--- src/hw/rtl/crcfu_pkg.sv ---
package crcfu_pkg;

    localparam int FIFO_DEPTH = 4;

    localparam logic [15:0] CRC_START = 16'hFFFF;
    localparam logic [15:0] CRC_POLY  = 16'hA001;

    localparam logic [1:0] KIND_DATA    = 2'd0;
    localparam logic [1:0] KIND_CRC     = 2'd1;
    localparam logic [1:0] KIND_VERDICT = 2'd2;

    typedef enum logic [1:0] {
        CMD_ECHO    = 2'd0,
        CMD_APPEND  = 2'd1,
        CMD_VERDICT = 2'd2
    } cmd_kind_t;

    typedef struct packed {
        cmd_kind_t   kind;
        logic [7:0]  data;
        logic [15:0] crc;
        logic        match;
        logic        too_short;
    } cmd_t;

    function automatic logic [15:0] crc_feed(input logic [15:0] crc, input logic [7:0] b);
        logic [15:0] c;
        c = crc ^ {8'h00, b};
        for (int k = 0; k < 8; k++)
        begin
            c = c[0] ? ((c >> 1) ^ CRC_POLY) : (c >> 1);
        end
        return c;
    endfunction

endpackage

--- src/hw/rtl/crcfu_front.sv ---
module crcfu_front (
    input  logic             clk,
    input  logic             rst_n,
    input  logic             cfg_write_en,
    input  logic             cfg_write_data,
    input  logic             in_valid,
    output logic             in_ready,
    input  logic [7:0]       frame_byte,
    input  logic             end_of_frame,
    input  logic             fifo_full,
    output logic             push,
    output crcfu_pkg::cmd_t  cmd
);

    logic        mode_reg, mode_next;
    logic [15:0] crc_reg, crc_next;
    logic [7:0]  held0_reg, held0_next;
    logic [7:0]  held1_reg, held1_next;
    logic [1:0]  cnt_reg, cnt_next;

    logic        accept;
    logic [15:0] fed;
    logic [15:0] chk_crc;
    logic [7:0]  h0n, h1n;
    logic [1:0]  cntn;
    logic        short_frame;

    assign in_ready = !fifo_full;
    assign accept   = in_valid && in_ready;
    assign fed      = crcfu_pkg::crc_feed(crc_reg, mode_reg ? held0_reg : frame_byte);

    always_comb
    begin
        h0n     = held0_reg;
        h1n     = held1_reg;
        chk_crc = crc_reg;
        cntn    = cnt_reg + 2'd1;
        if (cnt_reg[1])
        begin
            chk_crc = fed;
            h0n     = held1_reg;
            h1n     = frame_byte;
            cntn    = 2'd2;
        end
        else if (cnt_reg[0])
        begin
            h1n = frame_byte;
        end
        else
        begin
            h0n = frame_byte;
        end
        short_frame = !cntn[1];
    end

    always_comb
    begin
        mode_next      = mode_reg;
        crc_next       = crc_reg;
        held0_next     = held0_reg;
        held1_next     = held1_reg;
        cnt_next       = cnt_reg;
        push           = 1'b0;
        cmd.kind       = crcfu_pkg::CMD_ECHO;
        cmd.data       = frame_byte;
        cmd.crc        = fed;
        cmd.match      = 1'b0;
        cmd.too_short  = 1'b0;
        if (cfg_write_en)
        begin
            mode_next = cfg_write_data;
            crc_next  = crcfu_pkg::CRC_START;
            cnt_next  = 2'd0;
        end
        else if (accept)
        begin
            if (!mode_reg)
            begin
                push     = 1'b1;
                cmd.kind = end_of_frame ? crcfu_pkg::CMD_APPEND : crcfu_pkg::CMD_ECHO;
                crc_next = end_of_frame ? crcfu_pkg::CRC_START : fed;
                cnt_next = end_of_frame ? 2'd0 : cnt_reg;
            end
            else
            begin
                held0_next = h0n;
                held1_next = h1n;
                if (end_of_frame)
                begin
                    push          = 1'b1;
                    cmd.kind      = crcfu_pkg::CMD_VERDICT;
                    cmd.crc       = chk_crc;
                    cmd.too_short = short_frame;
                    cmd.match     = !short_frame && ({h1n, h0n} == chk_crc);
                    crc_next      = crcfu_pkg::CRC_START;
                    cnt_next      = 2'd0;
                end
                else
                begin
                    crc_next = chk_crc;
                    cnt_next = cntn;
                end
            end
        end
    end

    always_ff @(posedge clk or negedge rst_n)
    begin
        if (!rst_n)
        begin
            mode_reg  <= 1'b0;
            crc_reg   <= crcfu_pkg::CRC_START;
            held0_reg <= 8'h00;
            held1_reg <= 8'h00;
            cnt_reg   <= 2'd0;
        end
        else
        begin
            mode_reg  <= mode_next;
            crc_reg   <= crc_next;
            held0_reg <= held0_next;
            held1_reg <= held1_next;
            cnt_reg   <= cnt_next;
        end
    end

    a_cnt_range: assert property (@(posedge clk) disable iff (!rst_n)
        cnt_reg != 2'd3)
        else $error("held count out of range");

    a_check_push_eof: assert property (@(posedge clk) disable iff (!rst_n)
        (push && mode_reg) |-> (end_of_frame && cmd.kind == crcfu_pkg::CMD_VERDICT))
        else $error("check mode pushed without frame end");

endmodule

--- src/hw/rtl/crcfu_fifo.sv ---
module crcfu_fifo #(
    parameter int DEPTH = crcfu_pkg::FIFO_DEPTH
) (
    input  logic             clk,
    input  logic             rst_n,
    input  logic             push,
    input  crcfu_pkg::cmd_t  push_cmd,
    input  logic             pop,
    output crcfu_pkg::cmd_t  pop_cmd,
    output logic             full,
    output logic             empty
);

    localparam int AW = (DEPTH > 1) ? $clog2(DEPTH) : 1;
    localparam int CW = $clog2(DEPTH + 1);

    crcfu_pkg::cmd_t mem_reg [DEPTH];
    logic [AW-1:0]   wr_ptr_reg, wr_ptr_next;
    logic [AW-1:0]   rd_ptr_reg, rd_ptr_next;
    logic [CW-1:0]   count_reg, count_next;

    assign full    = (count_reg == CW'(DEPTH));
    assign empty   = (count_reg == '0);
    assign pop_cmd = mem_reg[rd_ptr_reg];

    always_comb
    begin
        wr_ptr_next = wr_ptr_reg;
        rd_ptr_next = rd_ptr_reg;
        count_next  = count_reg;
        if (push)
        begin
            wr_ptr_next = (wr_ptr_reg == AW'(DEPTH - 1)) ? '0 : wr_ptr_reg + AW'(1);
        end
        if (pop)
        begin
            rd_ptr_next = (rd_ptr_reg == AW'(DEPTH - 1)) ? '0 : rd_ptr_reg + AW'(1);
        end
        if (push && !pop)
        begin
            count_next = count_reg + CW'(1);
        end
        else if (pop && !push)
        begin
            count_next = count_reg - CW'(1);
        end
    end

    always_ff @(posedge clk)
    begin
        if (push)
        begin
            mem_reg[wr_ptr_reg] <= push_cmd;
        end
    end

    always_ff @(posedge clk or negedge rst_n)
    begin
        if (!rst_n)
        begin
            wr_ptr_reg <= '0;
            rd_ptr_reg <= '0;
            count_reg  <= '0;
        end
        else
        begin
            wr_ptr_reg <= wr_ptr_next;
            rd_ptr_reg <= rd_ptr_next;
            count_reg  <= count_next;
        end
    end

    a_no_overflow: assert property (@(posedge clk) disable iff (!rst_n)
        !(push && full && !pop))
        else $error("queue overflow");

    a_no_underflow: assert property (@(posedge clk) disable iff (!rst_n)
        !(pop && empty))
        else $error("queue underflow");

endmodule

--- src/hw/rtl/crcfu_back.sv ---
module crcfu_back (
    input  logic             clk,
    input  logic             rst_n,
    input  logic             empty,
    input  crcfu_pkg::cmd_t  cmd,
    output logic             pop,
    output logic             out_valid,
    input  logic             out_ready,
    output logic [7:0]       out_byte,
    output logic [1:0]       result_kind,
    output logic             crc_match,
    output logic             frame_too_short,
    output logic [15:0]      crc_value,
    output logic             last_of_run
);

    typedef enum logic [2:0] {
        BK_IDLE = 3'b001,
        BK_LO   = 3'b010,
        BK_HI   = 3'b100
    } back_state_t;

    back_state_t phase_reg, phase_next;
    logic        valid_reg, valid_next;
    logic [7:0]  byte_reg, byte_next;
    logic [1:0]  kind_reg, kind_next;
    logic        match_reg, match_next;
    logic        short_reg, short_next;
    logic [15:0] crc_reg, crc_next;
    logic        last_reg, last_next;
    logic        slot_free;

    assign slot_free = !valid_reg || out_ready;

    always_comb
    begin
        phase_next = phase_reg;
        valid_next = valid_reg;
        byte_next  = byte_reg;
        kind_next  = kind_reg;
        match_next = match_reg;
        short_next = short_reg;
        crc_next   = crc_reg;
        last_next  = last_reg;
        pop        = 1'b0;
        if (slot_free)
        begin
            case (phase_reg)
                BK_LO:
                begin
                    valid_next = 1'b1;
                    byte_next  = crc_reg[7:0];
                    kind_next  = crcfu_pkg::KIND_CRC;
                    match_next = 1'b0;
                    short_next = 1'b0;
                    last_next  = 1'b0;
                    phase_next = BK_HI;
                end
                BK_HI:
                begin
                    valid_next = 1'b1;
                    byte_next  = crc_reg[15:8];
                    kind_next  = crcfu_pkg::KIND_CRC;
                    match_next = 1'b0;
                    short_next = 1'b0;
                    last_next  = 1'b1;
                    phase_next = BK_IDLE;
                end
                default:
                begin
                    phase_next = BK_IDLE;
                    valid_next = !empty;
                    if (!empty)
                    begin
                        pop        = 1'b1;
                        match_next = cmd.match;
                        short_next = cmd.too_short;
                        crc_next   = cmd.crc;
                        if (cmd.kind == crcfu_pkg::CMD_VERDICT)
                        begin
                            byte_next = 8'h00;
                            kind_next = crcfu_pkg::KIND_VERDICT;
                            last_next = 1'b1;
                        end
                        else
                        begin
                            byte_next = cmd.data;
                            kind_next = crcfu_pkg::KIND_DATA;
                            last_next = (cmd.kind != crcfu_pkg::CMD_APPEND);
                            if (cmd.kind == crcfu_pkg::CMD_APPEND)
                            begin
                                phase_next = BK_LO;
                            end
                        end
                    end
                end
            endcase
        end
    end

    always_ff @(posedge clk or negedge rst_n)
    begin
        if (!rst_n)
        begin
            phase_reg <= BK_IDLE;
            valid_reg <= 1'b0;
        end
        else
        begin
            phase_reg <= phase_next;
            valid_reg <= valid_next;
        end
    end

    always_ff @(posedge clk)
    begin
        byte_reg  <= byte_next;
        kind_reg  <= kind_next;
        match_reg <= match_next;
        short_reg <= short_next;
        crc_reg   <= crc_next;
        last_reg  <= last_next;
    end

    assign out_valid       = valid_reg;
    assign out_byte        = byte_reg;
    assign result_kind     = kind_reg;
    assign crc_match       = match_reg;
    assign frame_too_short = short_reg;
    assign crc_value       = crc_reg;
    assign last_of_run     = last_reg;

    a_phase_needs_valid: assert property (@(posedge clk) disable iff (!rst_n)
        (phase_reg != BK_IDLE) |-> valid_reg)
        else $error("append expansion without held result");

    a_open_run_phase: assert property (@(posedge clk) disable iff (!rst_n)
        (valid_reg && !last_reg) |-> (phase_reg != BK_IDLE))
        else $error("open run with no pending CRC byte");

    a_hi_follows_lo: assert property (@(posedge clk) disable iff (!rst_n)
        (phase_reg == BK_HI) |-> (kind_reg == crcfu_pkg::KIND_CRC && !last_reg))
        else $error("CRC high byte not preceded by low byte");

endmodule

--- src/hw/rtl/modbus_rtu_crc_frame_unit_top.sv ---
// A result from an accepted byte is written into the command queue, then registered in the output stage.
// Throughput: one byte per cycle while the queue is not full; an append-mode frame end emits three results,
// so the output side sets the pace there, buffered by the command queue (FIFO_DEPTH).
// Check-mode bytes before frame end emit nothing.
// Reset (rst_n, async, active low): append mode, CRC 0xFFFF, queue and output empty.
module modbus_rtu_crc_frame_unit_top #(
    parameter int FIFO_DEPTH = crcfu_pkg::FIFO_DEPTH
) (
    input  logic        clk,
    input  logic        rst_n,
    input  logic        cfg_write_en,
    input  logic        cfg_write_data,
    input  logic        in_valid,
    output logic        in_ready,
    input  logic [7:0]  frame_byte,
    input  logic        end_of_frame,
    output logic        out_valid,
    input  logic        out_ready,
    output logic [7:0]  out_byte,
    output logic [1:0]  result_kind,
    output logic        crc_match,
    output logic        frame_too_short,
    output logic [15:0] crc_value,
    output logic        last_of_run
);

    logic            fifo_full;
    logic            fifo_empty;
    logic            push;
    logic            pop;
    crcfu_pkg::cmd_t push_cmd;
    crcfu_pkg::cmd_t pop_cmd;

    crcfu_front u_front (
        .clk            (clk),
        .rst_n          (rst_n),
        .cfg_write_en   (cfg_write_en),
        .cfg_write_data (cfg_write_data),
        .in_valid       (in_valid),
        .in_ready       (in_ready),
        .frame_byte     (frame_byte),
        .end_of_frame   (end_of_frame),
        .fifo_full      (fifo_full),
        .push           (push),
        .cmd            (push_cmd)
    );

    crcfu_fifo #(
        .DEPTH (FIFO_DEPTH)
    ) u_fifo (
        .clk      (clk),
        .rst_n    (rst_n),
        .push     (push),
        .push_cmd (push_cmd),
        .pop      (pop),
        .pop_cmd  (pop_cmd),
        .full     (fifo_full),
        .empty    (fifo_empty)
    );

    crcfu_back u_back (
        .clk             (clk),
        .rst_n           (rst_n),
        .empty           (fifo_empty),
        .cmd             (pop_cmd),
        .pop             (pop),
        .out_valid       (out_valid),
        .out_ready       (out_ready),
        .out_byte        (out_byte),
        .result_kind     (result_kind),
        .crc_match       (crc_match),
        .frame_too_short (frame_too_short),
        .crc_value       (crc_value),
        .last_of_run     (last_of_run)
    );

endmodule
--- config.mk ---
export PLATFORM = sky130hd
export DESIGN_NAME = modbus_rtu_crc_frame_unit_top
export DESIGN_NICKNAME = d
export VERILOG_FILES = /design/src/hw/rtl/crcfu_pkg.sv /design/src/hw/rtl/crcfu_front.sv /design/src/hw/rtl/crcfu_fifo.sv /design/src/hw/rtl/crcfu_back.sv /design/src/hw/rtl/modbus_rtu_crc_frame_unit_top.sv
export SDC_FILE = /design/constraint.sdc
export NUM_CORES = 1
export LEC_CHECK = 0
export ABC_AREA = 1
export BUFFER_PORTS_ARGS = -buffer_cell sky130_fd_sc_hd__buf_2
export CAP_MARGIN = 0
export CORE_MARGIN = 3
export CORE_UTILIZATION = 46
export DETAILED_ROUTE_END_ITERATION = 12
export GPL_TIMING_DRIVEN = 0
export PLACE_DENSITY = 0.62
export SETUP_SLACK_MARGIN = 0.5
export SYNTH_ARGS = -nofsm -noshare
export SYNTH_HDL_FRONTEND = slang
export SYNTH_SLANG_ARGS = --single-unit
export TNS_END_PERCENT = 100
--- constraint.sdc ---
create_clock -name clk -period 3.6 [get_ports clk]
set_input_delay 0.18 -clock clk [delete_from_list [all_inputs] [get_ports clk]]
set_output_delay 0.18 -clock clk [all_outputs]
set_load 0.01 [all_outputs]
# Yosys cells after proc, flatten, opt, wreduce, memory -nomap -nowiden
# Memories as Yosys holds them, arrays and structs flattened.
# Cells that the tools add are included.
# totals
ff_bits,75
ram_bits,112
inputBits,15
out_inout_bits,31
wordCells,128
n_memories,1
# classes
addsub,5
eq_ne,11
muxes,62
n_bitwise,12
n_reduce_logical,21
# memory_table
name,words,width,rd,rd_ports_with_merged_regs,write_ports,line_no,rtl
u_fifo.mem_reg,4,28,1,0,1,crcfu_fifo.sv:17,crcfu_pkg::cmd_t mem_reg [DEPTH];
# op_table
cell,n
$mux 16,14
$mux 18,4
$mux 8,7
$mux 2,15
$not 2->3,8
$eq 16x16->1,1
$pmux 8 s2,1
$xor 16x8->16,1
$mux 1,15
$mux 3,4
$add 2x1->2 const B,3
$eq 2x2->1 const B,3
$eq 3x3->1 const B,2
$logic_not 1->1,6
$pmux 3 s2,1
$reduce_and 2->1,3
$reduce_and 3->1,2
$logic_and 1x1->1,4
$reduce_bool 2->1,2
$add 3x1->3 const B,1
$eq 3x2->1 const B,1
$logic_not 3->1,1
$ne 3x3->1 const B,1
$not 1->1,3
other kinds (8),8

# Depth between registers and ports, before layout
# depth
ltp_word,25
mapped_depth,21
depth_no_buf,21

# Cells and area by module
# A second synthesis with hierarchy kept.
# hier_totals
hier_cells,1047
area_unflattened_um2,9452.8
# by_module_without_submodules
mod,n_inst,cells_per_inst,area_each_um2
crcfu_fifo,1,379,4882.2
crcfu_front,1,543,3181.8
crcfu_back,1,125,1388.8

# Worst setup path before layout
# OpenSTA, ideal clock, no wires.
# synth_path
path_type,register -> register
startpoint,register u_back.phase_reg[0]
endpoint,register u_fifo.count_reg[1]
arrival_ns,3.368
required_ns,3.475
setup_slack_ns,0.107
stages_incl_launch_ff,10
path_buffers,0
cell_sequence,dfstp_2 -> nor2_1 -> nor2_1 -> inv_1 -> nor3_1 -> inv_1 -> ha_1 -> inv_1 -> fa_1 -> mux2_2
# synth_via
elab_chain_len,7
word_cells_on_any_way,10
classes_between,eq/ne (2); mux (3); reduce/logical (5)
# synth_lines
element,line_no,rtl
from (decl),crcfu_back.sv:23,"back_state_t phase_reg, phase_next;"
from (signal assigned),crcfu_back.sv:110,phase_reg <= phase_next;
$eq 3x2->1 / $eq 3x3->1 (equally long branches),crcfu_back.sv:48,case (phase_reg)
$reduce_or 2->1 (no source line) *,--,
$mux 1 *,crcfu_back.sv:48,
$mux 1 *,crcfu_back.sv:46,if (slot_free)
named net pop,modbus_rtu_crc_frame_unit_top.sv:30,logic pop;
$logic_not 1->1 *,crcfu_fifo.sv:39,if (push && !pop)
$logic_and 1x1->1 *,crcfu_fifo.sv:39,
$mux 3 *,crcfu_fifo.sv:39,
named net u_fifo.count_next[1],crcfu_fifo.sv:20,"logic [CW-1:0] count_reg, count_next;"
to (signal assigned),crcfu_fifo.sv:69,count_reg <= count_next;
to (decl),crcfu_fifo.sv:20,
# The timed path passes the listed nets; every way through them passes the cells marked *.
# A chain may end at the register's enable or synchronous reset.

==> flow_summary.toml <==
[run_status]
status = "finished with violations"
violations = "hold timing"

[routing]
firstDrtPassIters = 5
drt_iter0_drc = 669
ant_nets = 0
vias = 7119
wire_per_inst_um = 19.1
met3_wirelength_um = 1510
drc_errors = 0
routed.top_layer = "met4"
wl_met2_um = 11800
met1Wirelength_um = 10500
drt-vias-per-instance = 5.54
routed_wl_um = 24600

[setup_path]
start_kind = "flip-flop"
critPathArrivalTime_ps = 3150
cp_max_fo = 10
worstSetupPathType = "flip-flop to flip-flop"
end_kind = "flip-flop"
required_ps = 3820

[power]
finalPower_mw = 7.85
switchingPower_mw = 3.09
pwr-share-seq_pct = 41.2
sw_frac_of_total_pct = 39.3
p_clk_share_pct = 23.2
p_leak_nw = 4.15
p_int_mw = 4.76
powerDensity_nw_per_um2 = 767
irDropWorstVdd_mv = 0.393
combPwrFrac_pct = 35.6

[global_routing]
grt_pass1_vias = 6737
track_usage_pct = 23.2
grt_pass1_wl_um = 37700
grt_antenna_before_repair = 0
grt_max_degree = 47
gr-total-overflow = 0

[synth]
ys_ff_latch = 187
seq_area_frac_synth_pct = 60.2
async_reset_ff_share_pct = 24.6
yosysWarnings = 0
synth_edf_count = 141
synth_area_um2 = 8980
synth.distinct_cells = 42
synth_flop_cell = "edfxtp_1"
synth_nets = 967
avgSynthCellArea_um2 = 9.51
syn_inst = 945

[sta]
worst_pin_slew_ps = 1180
setup_tns_ps = 0
period_needed_ps = 2930
period_share_pct = 81.3
final-hold-violation-count = 10
slew_viol_final = 0
fmax_mhz = 341
hold_ws_ps = -54.6
relSlewSlack_pct = 21.6
setup_violations = 0
rsz0062_at_grt = "true"
fin_ws_ps = 672
finClkSkew_ps = 15.3

[placed_design]
portBuffers = 45
place_ws_ps = 264
gp_congestion = 0.903
dp_hpwl_um = 17000

[final_layout]
fin_nets = 1035
fin_util_pct = 54.0
drive_gt1_share_pct = 16.3
insertedDiodeCount = 0
synthToLayoutAreaGrowth_pct = 13.9
largest_reg_flops = 112

[floorplan]
die_area_um2 = 21200
core_area_um2 = 19000
fp-row-count = 50
ios = 46
initial_core_util_pct = 47.4
die_h_um = 146
die_width_um = 146

[min_path]
hold_path.class = "input pin to async pin"

[clock_network]
clock_path_buffers = 2
clk_latency_ps = 440
numCtsBuffers = 17
clkSinkCount = 187
htreeDepth = 4
path_clk_slew_ps = 70
cts_tree = "done"
clockRootBuffer = "clkbuf_16"

[run]
max-cap-violations = 0
==> through the flow <==
stage,cell area [µm²],instances
finish,10200,1286
global route,10200,1286
detailed placement,9610,1252
global placement,9540,1250
CTS,10200,1285
floorplan,8990,945
==> cell usage in the layout, fill, tap and decap left out, types with 3 or more instances in the layout <==
master        n
nand2_1     202
edfxtp_1    141
o21ai_0     112
nand3_1      94
nor2_1       89
inv_1        80
buf_2        53
dfrtp_1      29
o22ai_1      28
nand2_2      27
clkbuf_1     25
clkbuf_16    17
dfstp_2      17
a21oi_1      13
o21ai_1       8
inv_2         7
nor2_4        6
ha_1          6
o21ai_2       4
nor2_2        4
nand3_2       4
o211ai_1      4
a22oi_1       4
clkinv_4      4
buf_12        3
xnor2_1       3
a32oi_1       3
a221o_1       3
inv_6         3
clkinvlp_4    3
inv_8         3
==> cell usage after synthesis, types with 2 or more instances <==
master / n / area, µm²
xor2_1: 2 / 17.5
o21ai_2: 3 / 26.3
nand2_1: 202 / 758
dfrtp_1: 29 / 726
nor3_1: 3 / 15.0
nor2_2: 3 / 18.8
o21ai_0: 113 / 566
ha_1: 6 / 75.1
inv_1: 80 / 300
a221o_1: 3 / 30.0
dfstp_2: 17 / 447
edfxtp_1: 141 / 4230
a31oi_1: 2 / 12.5
o221ai_1: 2 / 17.5
a32oi_1: 3 / 26.3
xnor2_1: 3 / 26.3
a22oi_1: 4 / 30.0
nor2_1: 95 / 357
nand2_2: 27 / 169
buf_6: 2 / 22.5
nand3_2: 4 / 40.0
o211ai_1: 4 / 30.0
clkbuf_1: 25 / 93.8
buf_2: 8 / 40.0
nand3_1: 94 / 470
o21ai_1: 8 / 40.0
o22ai_1: 28 / 175
a21oi_1: 14 / 70.1
inv_2: 7 / 26.3
==> worst paths after layout <==
check | from | end | slack, ps | depth (start not counted)
worst max-delay path | u_front.cnt_reg[0] | u_fifo.mem_reg[3][1] | 670 | 17
worst min-delay path | rst_n | u_fifo.wr_ptr_reg[0] | -50 | 1
worst max register to register | u_front.cnt_reg[0] | u_fifo.mem_reg[3][1] | 670 | 17
worst min register to register | u_front.held1_reg[6] | u_front.held1_reg[6] | 490 | 2
max in group asynchronous | rst_n | u_front.mode_reg | 2890 | 1
min in group clk | cfg_write_en | u_front.mode_reg | 20 | 3
==> layout make-up <==
| type | count | area (µm²) |
|---|---|---|
| fillers | 1699 | 8720 |
| repair buffers | 48 | 275 |
| plain buffers | 38 | 188 |
| clock buffers | 17 | 425 |
| inverters | 88 | 330 |
| well taps | 260 | 325 |
| flip-flops and latches | 187 | 5410 |
| multi-input cells | 633 | 3130 |
| clock inverters | 15 | 150 |
==> power groups by stage <==
stage               combinational, mW  clock, mW  sequential, mW
floorplan                        1.67          0            3.32
global placement                 2.68          0            3.28
detailed placement               2.75          0            3.28
CTS                              2.77       1.84            3.24
global route                     3.12       1.92            3.29
finish                           2.79       1.82            3.23
==> cell families after synthesis <==
logic type               after synthesis  share of synthesized area, %
AO/OA/AOI/OAI                        185                          11.5
XOR/XNOR                               5                         0.488
adder cells (fa/ha/maj)                7                          1.06
flip-flops                           187                          60.2
AND/OR/NAND/NOR                      434                          20.9
multiplexers                           1                         0.125
buffers and inverters                126                          5.77
==> critical path, stage by stage, from the launching register on <==
cell and delay [ps]:
dfrtp_1 360, buf_2 190, nor2_2 300, buf_2 290, nand2_1 60, o21ai_0 200
inv_1 200, nand2_1 110, nand2_1 50, nor2_1 100, nand2_1 90, nor2_1 110
nand2_1 60, nor2_1 80, nand2_1 60, nor2_1 100, nand2_1 70, nor2_2 280
==> timing repair <==
action	4_1_cts	5_1_grt
pin swaps	0	1
hold buffers	1	0
gates resized for setup	3	4
setup endpoints to repair	16	20
buffers inserted	0	0
hold endpoints to repair	1	0
cloned	0	1
==> layer usage <==
layer / vias to the layer above / global-route usage [%]
met5: - / 0
met2: 282 / 37.9
met3: 60 / 4.05
met4: 0 / 8.64
met1: 3397 / 31.2
li1: 3380 / -
No activity file was read; power rests on OpenSTA's default activity.
